## src/rtl/i2ct_pkg.sv

```systemverilog
// Shared types and constants for the I2C target register file.
// Holds the request and response words, command codes and statistic numbering.
// No dependencies; every other file imports this package.
`timescale 1ns / 1ps

package i2ct_pkg;

   // Command codes carried in the request word.
   localparam logic [3:0] CMD_ADDR_WRITE  = 4'd0;
   localparam logic [3:0] CMD_ADDR_READ   = 4'd1;
   localparam logic [3:0] CMD_RX_BYTE     = 4'd2;
   localparam logic [3:0] CMD_TX_DONE     = 4'd3;
   localparam logic [3:0] CMD_STOP        = 4'd4;
   localparam logic [3:0] CMD_BUS_ERROR   = 4'd5;
   localparam logic [3:0] CMD_LOCAL_READ  = 4'd6;
   localparam logic [3:0] CMD_LOCAL_WRITE = 4'd7;
   localparam logic [3:0] CMD_STAT_READ   = 4'd8;
   localparam logic [3:0] CMD_STAT_CLEAR  = 4'd9;

   // Bit positions inside the error flags.
   localparam int ERR_ACK_FAIL = 0;
   localparam int ERR_BUS      = 1;
   localparam int ERR_ARB_LOST = 2;
   localparam int ERR_OVERRUN  = 3;
   localparam int ERR_MISC     = 4;

   // Statistic numbering; entries below NUM_COUNTERS are event counters.
   localparam int NUM_COUNTERS = 11;
   localparam int CNT_ADDR_WRITE = 0;
   localparam int CNT_ADDR_READ  = 1;
   localparam int CNT_RX         = 2;
   localparam int CNT_TX         = 3;
   localparam int CNT_STOP       = 4;
   localparam int CNT_ACK_FAIL   = 5;
   localparam int CNT_BUS_ERR    = 6;
   localparam int CNT_ARB_LOST   = 7;
   localparam int CNT_OVERRUN    = 8;
   localparam int CNT_OTHER      = 9;
   localparam int CNT_RECOVER    = 10;
   localparam logic [3:0] STAT_LAST_ERROR = 4'd11;

   localparam logic [7:0] ZERO_BYTE = 8'h00;

   typedef struct packed {
      logic [3:0] command;
      logic [7:0] data_byte;
      logic [7:0] local_addr;
      logic [4:0] error_flags;
      logic [3:0] stat_index;
   } req_type;

   typedef struct packed {
      logic [7:0]  tx_byte;
      logic        tx_valid;
      logic [7:0]  read_data;
      logic [31:0] stat_value;
      logic        reinit_request;
   } rsp_type;

   // Update controls from the sequencer to the statistics block.
   typedef struct packed {
      logic [NUM_COUNTERS-1:0] bump;
      logic                    clear;
      logic                    err_write;
      logic [4:0]              err_flags;
   } stat_ctl_type;

endpackage

```

## src/rtl/i2ct_stats.sv

```systemverilog
// Event counters and last-error register of the I2C target register file.
// Depends on i2ct_pkg for the control struct and statistic numbering.
`timescale 1ns / 1ps

module i2ct_stats (
   input  logic                 clock,
   input  logic                 reset,
   input  i2ct_pkg::stat_ctl_type ctl,
   input  logic [3:0]           stat_index,
   output logic [31:0]          stat_value
);
   import i2ct_pkg::*;

   logic [31:0] counters_ff [NUM_COUNTERS];
   logic [31:0] counters_in [NUM_COUNTERS];
   logic [4:0]  last_error_ff;
   logic [4:0]  last_error_in;

   // Each counter has its own incrementer; a clear wins over any bump.
   always_comb begin
      for (int i = 0; i < NUM_COUNTERS; i++) begin
         if (ctl.clear) begin
            counters_in[i] = '0;
         end else if (ctl.bump[i]) begin
            counters_in[i] = counters_ff[i] + 32'd1;
         end else begin
            counters_in[i] = counters_ff[i];
         end
      end
      if (ctl.clear) begin
         last_error_in = '0;
      end else if (ctl.err_write) begin
         last_error_in = ctl.err_flags;
      end else begin
         last_error_in = last_error_ff;
      end
   end

   always_ff @(posedge clock) begin
      if (reset) begin
         for (int i = 0; i < NUM_COUNTERS; i++) begin
            counters_ff[i] <= '0;
         end
         last_error_ff <= '0;
      end else begin
         for (int i = 0; i < NUM_COUNTERS; i++) begin
            counters_ff[i] <= counters_in[i];
         end
         last_error_ff <= last_error_in;
      end
   end

   always_comb begin
      if (stat_index < 4'(NUM_COUNTERS)) begin
         stat_value = counters_ff[stat_index];
      end else if (stat_index == STAT_LAST_ERROR) begin
         stat_value = {27'd0, last_error_ff};
      end else begin
         stat_value = '0;
      end
   end

`ifndef SYNTHESIS
   a_clear_zeroes: assert property (@(posedge clock) disable iff (reset)
      ctl.clear |=> (counters_ff[CNT_RECOVER] == 32'd0) && (last_error_ff == 5'd0))
      else $error("statistics not cleared");
   a_last_error: assert property (@(posedge clock) disable iff (reset)
      (ctl.err_write && !ctl.clear) |=> (last_error_ff == $past(ctl.err_flags)))
      else $error("last error not captured");
   a_bump_step: assert property (@(posedge clock) disable iff (reset)
      (ctl.bump[CNT_STOP] && !ctl.clear)
         |=> (counters_ff[CNT_STOP] == $past(counters_ff[CNT_STOP]) + 32'd1))
      else $error("stop counter did not advance by one");
`endif

endmodule

```

## src/rtl/i2c_target_register_file.sv

```systemverilog
// Top level of the I2C target register file: sequencer, register store memory.
// Depends on i2ct_pkg for the words and codes and on i2ct_stats for statistics.
`timescale 1ns / 1ps

//  Channel   Handshake              Payload    Direction
//  request   start high, busy low   req_word   in
//  response  rsp_strobe (1 cycle)   rsp_word   out
//
// For every word, at the accepting edge the store is read at the
// pointer (or at the local address), and in the following cycle the byte is
// used, the store and counters are written back and busy is high. The response
// is registered and shows for one cycle right after, while the next word can
// already be accepted; no new word is taken while busy is high.
// Reset is synchronous; it clears the pointer, the statistics and the valid
// bits of the store, so the store reads as zero with no clearing pass.
// The receiver cannot stall; only busy holds off the sender.

module i2c_target_register_file #(
   parameter int STORE_BYTES = 128
) (
   input  logic              clock,
   input  logic              reset,
   input  logic              start,
   output logic              busy,
   input  i2ct_pkg::req_type req_word,
   output logic              rsp_strobe,
   output i2ct_pkg::rsp_type rsp_word
);
   import i2ct_pkg::*;

   localparam int AW = (STORE_BYTES > 1) ? $clog2(STORE_BYTES) : 1;
   localparam logic [8:0] STORE_LIMIT = 9'(STORE_BYTES);

   typedef enum logic [1:0] {
      ST_IDLE = 2'b01,
      ST_EXEC = 2'b10
   } state_type;

   state_type state_ff, state_in;

   // Register store: data without reset, one valid bit per entry with reset.
   logic [7:0]             mem [STORE_BYTES];
   logic [STORE_BYTES-1:0] valid_ff;
   logic [7:0]             rd_data_ff;
   logic                   rd_valid_ff;

   req_type    req_ff;
   logic [7:0] pointer_ff, pointer_in;
   logic       expect_ff, expect_in;
   rsp_type    rsp_ff, rsp_in;
   logic       rsp_strobe_ff;

   logic         accept;
   logic [7:0]   rd_addr;
   logic         wr_en;
   logic [7:0]   wr_addr;
   logic [7:0]   wr_data;
   logic [7:0]   mem_byte;
   logic         ptr_in_range;
   logic         addr_in_range;
   stat_ctl_type stat_ctl;
   logic [31:0]  stat_value;

   assign busy   = (state_ff == ST_EXEC);
   assign accept = start && !busy;

   // A local read addresses the store directly; every other command reads at the pointer.
   assign rd_addr = (req_word.command == CMD_LOCAL_READ) ? req_word.local_addr : pointer_ff;

   always_ff @(posedge clock) begin
      if (accept) begin
         rd_data_ff  <= mem[rd_addr[AW-1:0]];
         rd_valid_ff <= valid_ff[rd_addr[AW-1:0]];
         req_ff      <= req_word;
      end
      if (wr_en) begin
         mem[wr_addr[AW-1:0]] <= wr_data;
      end
   end

   always_ff @(posedge clock) begin
      if (reset) begin
         valid_ff <= '0;
      end else if (wr_en) begin
         valid_ff[wr_addr[AW-1:0]] <= 1'b1;
      end
   end

   // An entry never written since reset reads as zero.
   assign mem_byte      = rd_valid_ff ? rd_data_ff : ZERO_BYTE;
   assign ptr_in_range  = ({1'b0, pointer_ff} < STORE_LIMIT);
   assign addr_in_range = ({1'b0, req_ff.local_addr} < STORE_LIMIT);

   // Execute step: the work of a word is done in the cycle after it is taken; its response is registered.
   always_comb begin
      state_in   = state_ff;
      pointer_in = pointer_ff;
      expect_in  = expect_ff;
      wr_en      = 1'b0;
      wr_addr    = pointer_ff;
      wr_data    = req_ff.data_byte;
      rsp_in     = '0;
      stat_ctl   = '0;
      stat_ctl.err_flags = req_ff.error_flags;

      case (state_ff)
         ST_IDLE: begin
            if (accept) begin
               state_in = ST_EXEC;
            end
         end
         ST_EXEC: begin
            state_in = ST_IDLE;
            case (req_ff.command)
               CMD_ADDR_WRITE: begin
                  expect_in = 1'b1;
                  stat_ctl.bump[CNT_ADDR_WRITE] = 1'b1;
               end
               CMD_ADDR_READ, CMD_TX_DONE: begin
                  if (req_ff.command == CMD_ADDR_READ) begin
                     expect_in = 1'b1;
                     stat_ctl.bump[CNT_ADDR_READ] = 1'b1;
                  end else begin
                     stat_ctl.bump[CNT_TX] = 1'b1;
                  end
                  rsp_in.tx_valid = 1'b1;
                  if (ptr_in_range) begin
                     rsp_in.tx_byte = mem_byte;
                     pointer_in     = pointer_ff + 8'd1;
                  end
               end
               CMD_RX_BYTE: begin
                  stat_ctl.bump[CNT_RX] = 1'b1;
                  if (expect_ff) begin
                     pointer_in = req_ff.data_byte;
                     expect_in  = 1'b0;
                  end else if (ptr_in_range) begin
                     wr_en      = 1'b1;
                     pointer_in = pointer_ff + 8'd1;
                  end
               end
               CMD_STOP: begin
                  stat_ctl.bump[CNT_STOP] = 1'b1;
               end
               CMD_BUS_ERROR: begin
                  stat_ctl.err_write              = 1'b1;
                  stat_ctl.bump[CNT_ACK_FAIL]     = req_ff.error_flags[ERR_ACK_FAIL];
                  stat_ctl.bump[CNT_BUS_ERR]      = req_ff.error_flags[ERR_BUS];
                  stat_ctl.bump[CNT_ARB_LOST]     = req_ff.error_flags[ERR_ARB_LOST];
                  stat_ctl.bump[CNT_OVERRUN]      = req_ff.error_flags[ERR_OVERRUN];
                  stat_ctl.bump[CNT_OTHER]        = req_ff.error_flags[ERR_MISC];
                  // Bus, arbitration and overrun errors all call for a restart.
                  stat_ctl.bump[CNT_RECOVER]      = req_ff.error_flags[ERR_BUS]
                                                    || req_ff.error_flags[ERR_ARB_LOST]
                                                    || req_ff.error_flags[ERR_OVERRUN];
                  rsp_in.reinit_request           = stat_ctl.bump[CNT_RECOVER];
                  expect_in                       = 1'b1;
               end
               CMD_LOCAL_READ: begin
                  if (addr_in_range) begin
                     rsp_in.read_data = mem_byte;
                  end
               end
               CMD_LOCAL_WRITE: begin
                  wr_addr = req_ff.local_addr;
                  wr_en   = addr_in_range;
               end
               CMD_STAT_READ: begin
                  rsp_in.stat_value = stat_value;
               end
               CMD_STAT_CLEAR: begin
                  stat_ctl.clear = 1'b1;
               end
               default: begin
               end
            endcase
         end
         default: begin
            state_in = ST_IDLE;
         end
      endcase
   end

   always_ff @(posedge clock) begin
      if (reset) begin
         state_ff      <= ST_IDLE;
         pointer_ff    <= '0;
         expect_ff     <= 1'b0;
         rsp_strobe_ff <= 1'b0;
      end else begin
         state_ff      <= state_in;
         pointer_ff    <= pointer_in;
         expect_ff     <= expect_in;
         rsp_strobe_ff <= busy;
      end
   end

   always_ff @(posedge clock) begin
      rsp_ff <= rsp_in;
   end

   assign rsp_strobe = rsp_strobe_ff;
   assign rsp_word   = rsp_ff;

   i2ct_stats u_stats (
      .clock      (clock),
      .reset      (reset),
      .ctl        (stat_ctl),
      .stat_index (req_ff.stat_index),
      .stat_value (stat_value)
   );

`ifndef SYNTHESIS
   a_accept_runs: assert property (@(posedge clock) disable iff (reset)
      accept |=> busy)
      else $error("accepted word did not enter execute");
   a_one_exec: assert property (@(posedge clock) disable iff (reset)
      busy |=> !busy && rsp_strobe)
      else $error("execute step did not end in a response");
   a_strobe_source: assert property (@(posedge clock) disable iff (reset)
      rsp_strobe |-> $past(busy))
      else $error("response without an executed word");
   a_no_write_out_of_range: assert property (@(posedge clock) disable iff (reset)
      wr_en |-> ({1'b0, wr_addr} < STORE_LIMIT) && busy)
      else $error("store write outside the store");
`endif

endmodule
```

## config.mk

```make
export PLATFORM = sky130hd
export DESIGN_NAME = i2c_target_register_file
export DESIGN_NICKNAME = d
export VERILOG_FILES = /design/src/rtl/i2ct_pkg.sv /design/src/rtl/i2ct_stats.sv /design/src/rtl/i2c_target_register_file.sv
export SDC_FILE = /design/constraint.sdc
export NUM_CORES = 2
export LEC_CHECK = 0
export BUFFER_PORTS_ARGS = -buffer_cell sky130_fd_sc_hd__buf_2
export CORE_MARGIN = 2
export CORE_UTILIZATION = 30
export DETAILED_ROUTE_END_ITERATION = 6
export GPL_TIMING_DRIVEN = 0
export SLEW_MARGIN = 5
export SYNTH_ARGS = -nofsm -noshare
export SYNTH_HDL_FRONTEND = slang
export SYNTH_SLANG_ARGS = --single-unit
```

## constraint.sdc

```tcl
create_clock -name clock -period 7.9 [get_ports clock]
set_clock_uncertainty 0.2 [all_clocks]
set_input_delay 1.58 -clock clock [delete_from_list [all_inputs] [get_ports clock]]
set_output_delay 1.58 -clock clock [all_outputs]
set_load 0.01 [all_outputs]
```

### After elaboration in Yosys (flattened, before gate mapping)

Memory sizes are Yosys's and may differ from the RTL's. A register that Yosys moved wholly into a read port is not among the register bits.
Index checks and enable logic that the tools add are counted.

* $add $sub $neg: 12
* $lt $le $gt $ge: 6
* equality and inequality tests: 14
* mux-type cells: 70
* bitwise operators: 13
* reduce and logical (&&, ||, !) cells: 18

Operators by type and width (number)
* 32-bit 2-to-1 mux: 34
* 32-bit by 1-bit adder with 32-bit output, second input constant: 11
* 128-bit OR: 1
* 8-bit 2-to-1 mux: 3
* 1-bit 2-to-1 mux: 21
* 7-bit 2-to-1 mux: 3
* 4-bit by 3-bit equality test with 1-bit output, second input constant: 5
* 7-bit by 8-bit < comparator with 1-bit output, second input constant: 2
* 8-bit < comparator, second input constant: 2
* 8-bit one-hot mux with 2 select lines: 1
* 13-bit 2-to-1 mux: 1
* 4-bit equality test, second input constant: 3
* 1-bit OR: 11
* 3-bit AND reduction: 3
* 8-bit by 1-bit adder with 8-bit output, second input constant: 1
* 4-bit by 2-bit equality test with 1-bit output, second input constant: 2
* 2-bit OR reduction: 4
* 1-bit binary-select mux with 7-bit select: 1
* 1-bit demux with 7-bit select: 1
* 7-bit by 1-bit greater-or-equal comparator with 1-bit output, second input constant: 1
* 6-bit 2-to-1 mux: 1
* 2-bit AND reduction: 3
* 5-bit 2-to-1 mux: 1
* 4-bit by 1-bit equality test with 1-bit output, second input constant: 1
* 14 further kinds: 16

* register bits: 225
* RAM bits: 1376
* bits of input ports: 32
* output and inout bits: 52
* word-level logic and storage cells: 152
* memories: 2

Memories
* mem: depth 128, bits a word 8, rd ports 1, clocked after Yosys merged registers in 1, write ports 1, RTL line i2c_target_register_file.sv:42 `logic [7:0] mem [STORE_BYTES];`
* u_stats.counters_ff: depth 11, bits a word 32, rd ports 12, clocked after Yosys merged registers in 1, write ports 11, RTL line i2ct_stats.sv:14 `logic [31:0] counters_ff [NUM_COUNTERS];`

### Logic depth before layout (Yosys ltp)

* word-level depth: 8
* mapped depth: 14
* depth with buffers taken out: 9

### By module

Synthesis repeated with hierarchy kept, for this count alone.

* cell total of the unflattened synthesis: 5852
* area total of the unflattened synthesis: 68494.4 µm²

Modules (own cells, without submodules)
* i2c_target_register_file: instances 1, cells an instance 3618, area an instance 49070.8 µm²
* i2ct_stats: instances 1, cells an instance 2234, area an instance 19423.6 µm²

### Worst setup path before layout

OpenSTA, ideal clock, no wires.

* path type: input to register
* start point: input port req_word[28] in the netlist's numbering
* end point: register rd_data_ff[4], read port of mem (data pin)
* library setup time: 0.271 ns
* data arrival time: 4.043 ns
* required time: 7.429 ns
* path slack: 3.386 ns
* stages on the path: 11
* buffers on the path: 4
* cell sequence: and4bb_1 buf_6 mux2i_4 buf_6 buf_6 buf_2 mux4_2 nand2_1 a21oi_1 nor4_1 o211ai_1

* longest elaborated chain between the ends: 2

RTL lines
* start, declared: RTL line i2c_target_register_file.sv:25 `input i2ct_pkg::req_type req_word,`
* 4-bit by 3-bit equality test with 1-bit output: RTL line i2c_target_register_file.sv:68 `assign rd_addr = (req_word.command == CMD_LOCAL_READ) ? req_word.local_addr : pointer_ff;`
* 7-bit 2-to-1 mux: RTL line i2c_target_register_file.sv:68
* end, declared: RTL line i2c_target_register_file.sv:44 `logic [7:0] rd_data_ff;`

No other way between the ends.
A chain may end at the register's enable or synchronous reset.

### Worst setup path in the final report

* start point: input port req_word[28] in the netlist's numbering
* end point: register rd_data_ff[2], read port of mem (data pin)

Same word-level chain as after synthesis.

==> flow_metrics.env <==
export IMPL_type_of_the_tightest_min_delay_check="flip-flop to flip-flop"
export IMPL_layout_commonest_cell="sky130_fd_sc_hd__edfxtp_1"
export IMPL_synth_xor_xnor_area_share_pct=3.70
export IMPL_cpMaxStageDelayCell="sky130_fd_sc_hd__clkbuf_1"
export IMPL_synth_top_flop_cell="sky130_fd_sc_hd__edfxtp_1"
export IMPL_fp_dieArea_um2=224000
export IMPL_track_usage_pct=20.2
export IMPL_netlist_area_um2=66000
export IMPL_final_max_slew_violation_count=17
export IMPL_syn2layout_area_growth_pct=16.1
export IMPL_rsz_0062_raised_after_global_routing="false"
export IMPL_synth_edf_count=1062
export IMPL_clockRootBuffer="sky130_fd_sc_hd__clkbuf_16"
export IMPL_fmax_mhz=135
export IMPL_total_leakage_power_uw=0.0252
export IMPL_drive_gt1_share_pct=13.4
export IMPL_max_stage_delay_ns=1.20
export IMPL_dpl_worst_slack_ns=0.305
export IMPL_synth_compound_area_share_pct=4.75
export IMPL_cp_max_fo=10
export IMPL_drt_initial_drc_count=6277
export IMPL_worst_skew_pair_late_latency_ns=0.82
export IMPL_critPathCaptureType="flip-flop"
export IMPL_postSynthNetCount=5289
export IMPL_finish_net_count=5584
export IMPL_synth_top_family_by_area="simple AND/OR/NAND/NOR gates"
export IMPL_dp_hpwl_um=166000
export IMPL_cts_sinks=1613
export IMPL_drtPass1Iterations=7
export IMPL_io_pins=84
export IMPL_vias_post_dr=45800
export IMPL_most_common_layout_cells="sky130_fd_sc_hd__edfxtp_1 (1062), sky130_fd_sc_hd__nor2_1 (752), sky130_fd_sc_hd__nand2_1 (739)"
export IMPL_timing_max_cap_violations=4
export IMPL_status="finished with violations"
export IMPL_clock_power_share_pct=45.0
export IMPL_post_drt_via_cell_ratio=5.35
export IMPL_power_density_cell_area_nw_per_um2=229
export IMPL_power_combinational_fraction_pct=3.5
export IMPL_hold_viol=0
export IMPL_path_class="input pin to flip-flop"
export IMPL_grt_start_max_net_pins=39
export IMPL_clockBufferDepth=3
export IMPL_htree_levels=4
export IMPL_critPathLaunchType="input pin"
export IMPL_finalSetupViolations=0
export IMPL_grt_ovfl_total=0
export IMPL_ant_nets=0
export IMPL_number_of_buffers_inserted_by_hold_repair_at_cts=0
export IMPL_post_synth_num_cell_types=69
export IMPL_synth_area_mux_share_pct=9.27
export IMPL_route_final_wire_length_um=231000
export IMPL_wl_per_cell_um=27.0
export IMPL_die_width_um=473
export IMPL_required_ns=8.21
export IMPL_postLayoutSetupSlackWorst_ns=0.505
export IMPL_max_slew_margin_rel_pct=-3.71
export IMPL_irDropWorstVdd_mv=0.196
export IMPL_p_switching_uw=3960
export IMPL_global_route_wire_length_before_repair_um=324000
export IMPL_power_switching_fraction_pct=22.6
export IMPL_clock_tree_from_tritoncts="built"
export IMPL_synthArstFlopShare_pct=0
export IMPL_synth_ff_latch_count=1613
export IMPL_std_cell_rows=172
export IMPL_worst_endpoint_arrival_ns=7.70
export IMPL_synthCells=5245
export IMPL_transition_time_at_the_pin_with_the_least_slew_margin_ns=1.54
export IMPL_final_min_clock_period_ns=7.40
export IMPL_power_report_internal_total_uw=13600
export IMPL_drc_errors=2
export IMPL_clk_transition_reported_paths_ns=0.07
export IMPL_core_um2=219000
export IMPL_grt_pass1_vias=43900
export IMPL_syn_mean_instance_area_um2=12.6
export IMPL_synthSimpleGateAreaFrac_pct=14.9
export IMPL_cts_repair_timing_setup_buffer_count=0
export IMPL_yosysSeqAreaShare_pct=65.0
export IMPL_fp_dieH_um=473
export IMPL_start_util_pct=30.1
export IMPL_period_share_pct=93.6
export IMPL_globalplace_congestion=1.03
export IMPL_number_of_antenna_violations_at_the_first_check_in_global_routing=20
export IMPL_gates_resized_cts_repair=0
export IMPL_cells_along_the_critical_path="buf_2 > and4bb_1 > buf_6 > buf_2 > mux2i_1 > clkbuf_1 > clkbuf_1 > a2111oi_0 > a31oi_1 > a21oi_1 > o211ai_1"
export IMPL_adder_cell_share_of_the_synthesized_area_pct=0.227
export IMPL_final_setup_tns_ns=0
export IMPL_violations="DRC, capacitance limit, slew limit"
export IMPL_numCtsBuffers=161
export IMPL_placement_io_buffers=83
export IMPL_seq_power_share_pct=51.5
export IMPL_synthesis_yosys_warnings=0
-- flip-flops by register name, summed over array words and instances, names as in the netlist, 2 cells and up, named ones only --
name                   flops
mem                     1024
pointer_ff                 8
rd_data_ff                 8
req_ff                    21
rsp_word                  50
state_ff                   2
u_stats.counters_ff      352
u_stats.last_error_ff      5
valid_ff                 128
wr_data                    8
-- through the flow --
stage | utilization [%] | cells | hold WS, ns | power (µW) | area [µm²]
2_1_floorplan | - | 5245 | 0.235 | 9480 | 66000
3_3_place_gp | 31.9 | 8199 | 0.243 | 9750 | 70000
3_5_place_dp | 32.5 | 8248 | 0.253 | 9810 | 71200
4_1_cts | 34.9 | 8548 | 0.268 | 17600 | 76600
5_1_grt | 34.9 | 8550 | 0.293 | 17900 | 76600
6_report | 35.0 | 8556 | 0.267 | 17500 | 76600
-- logic make-up after synthesis --
logic type | Yosys count
adders and majority gates | 12
xor gates and xnor gates | 279
buffers and inverters | 298
muxes | 339
DFF | 1613
and+or+nand+nor | 2216
AOI/OAI and AO/OA | 488
-- metal layers --
metal / share of wire (%) / track usage [%]
met1: 40 / 26.2
met3: 9.7 / 4.92
met2: 45 / 31.6
met5: 0.054 / 0
met4: 5.1 / 9.52
-- critical path, delay by kind of cell --
family                 cells  cell delay [ns]
AO/OA/AOI/OAI              4             1.99
buffers and inverters      5             2.85
multiplexers               1             0.98
AND/OR/NAND/NOR            1             0.27
-- synth_stat cells (3+ instances only) --
cell	instances	area share [%]
sky130_fd_sc_hd__o2111ai_1	3	0.040
sky130_fd_sc_hd__xnor2_1	95	1.3
sky130_fd_sc_hd__o21ba_2	19	0.29
sky130_fd_sc_hd__a221oi_1	15	0.20
sky130_fd_sc_hd__buf_6	17	0.29
sky130_fd_sc_hd__buf_1	25	0.14
sky130_fd_sc_hd__mux4_2	213	7.3
sky130_fd_sc_hd__a2111oi_0	5	0.066
sky130_fd_sc_hd__nand3_1	298	2.3
sky130_fd_sc_hd__a211oi_1	6	0.068
sky130_fd_sc_hd__a21oi_1	164	1.2
sky130_fd_sc_hd__clkbuf_1	141	0.80
sky130_fd_sc_hd__o31ai_1	3	0.034
sky130_fd_sc_hd__nor2_2	3	0.028
sky130_fd_sc_hd__or3_1	67	0.63
sky130_fd_sc_hd__buf_4	17	0.19
sky130_fd_sc_hd__nor3_1	43	0.33
sky130_fd_sc_hd__inv_1	39	0.22
sky130_fd_sc_hd__a22o_1	14	0.19
sky130_fd_sc_hd__ha_1	12	0.23
sky130_fd_sc_hd__mux2_2	38	0.65
sky130_fd_sc_hd__nand2b_1	10	0.095
sky130_fd_sc_hd__a22oi_1	30	0.34
sky130_fd_sc_hd__nand3b_1	7	0.080
sky130_fd_sc_hd__and3_1	75	0.71
sky130_fd_sc_hd__a31oi_1	54	0.51
sky130_fd_sc_hd__nand2_1	739	4.2
sky130_fd_sc_hd__nor4_1	10	0.095
sky130_fd_sc_hd__edfxtp_1	1062	48
sky130_fd_sc_hd__xor2_1	184	2.4
sky130_fd_sc_hd__o21ai_0	91	0.69
sky130_fd_sc_hd__nor2_1	752	4.3
sky130_fd_sc_hd__or2_2	6	0.057
sky130_fd_sc_hd__nand4_1	113	1.1
sky130_fd_sc_hd__o22ai_1	7	0.066
sky130_fd_sc_hd__a32oi_1	56	0.74
sky130_fd_sc_hd__mux2i_1	87	1.3
sky130_fd_sc_hd__dfxtp_1	551	17
sky130_fd_sc_hd__buf_2	57	0.43
sky130_fd_sc_hd__o211ai_1	8	0.091
sky130_fd_sc_hd__nor2b_1	14	0.13
sky130_fd_sc_hd__and2_1	38	0.36
sky130_fd_sc_hd__and4_1	22	0.29
-- worst paths after layout --
kind                                       to           from  slack [ns]  cells after the start
worst max-delay path            rd_data_ff[2]   req_word[28]        0.50                     11
worst min-delay path             valid_ff[14]   valid_ff[14]        0.27                      2
worst max register to register  rd_data_ff[0]  pointer_ff[2]        1.79                     10
worst min register to register   valid_ff[14]   valid_ff[14]        0.27                      2
-- cell type report --
cell class,instances,area [µm²]
fillers,21200,143000
flip-flops and latches,1613,42900
multi-input cells,3334,21700
clock buffers,227,4490
well taps,2871,3590
repair buffers,132,1600
plain buffers,258,1250
clock inverters,73,908
inverters,40,150
diodes,8,20.0
-- power groups by stage --
stage | clock network, µW | logic [µW] | registers [µW]
floorplan | 0 | 244 | 9240
global placement | 0 | 443 | 9310
detailed placement | 0 | 605 | 9200
CTS | 7930 | 607 | 9020
global route | 8270 | 637 | 9020
finish | 7890 | 617 | 9020
(Power assumes the default switching activity.)
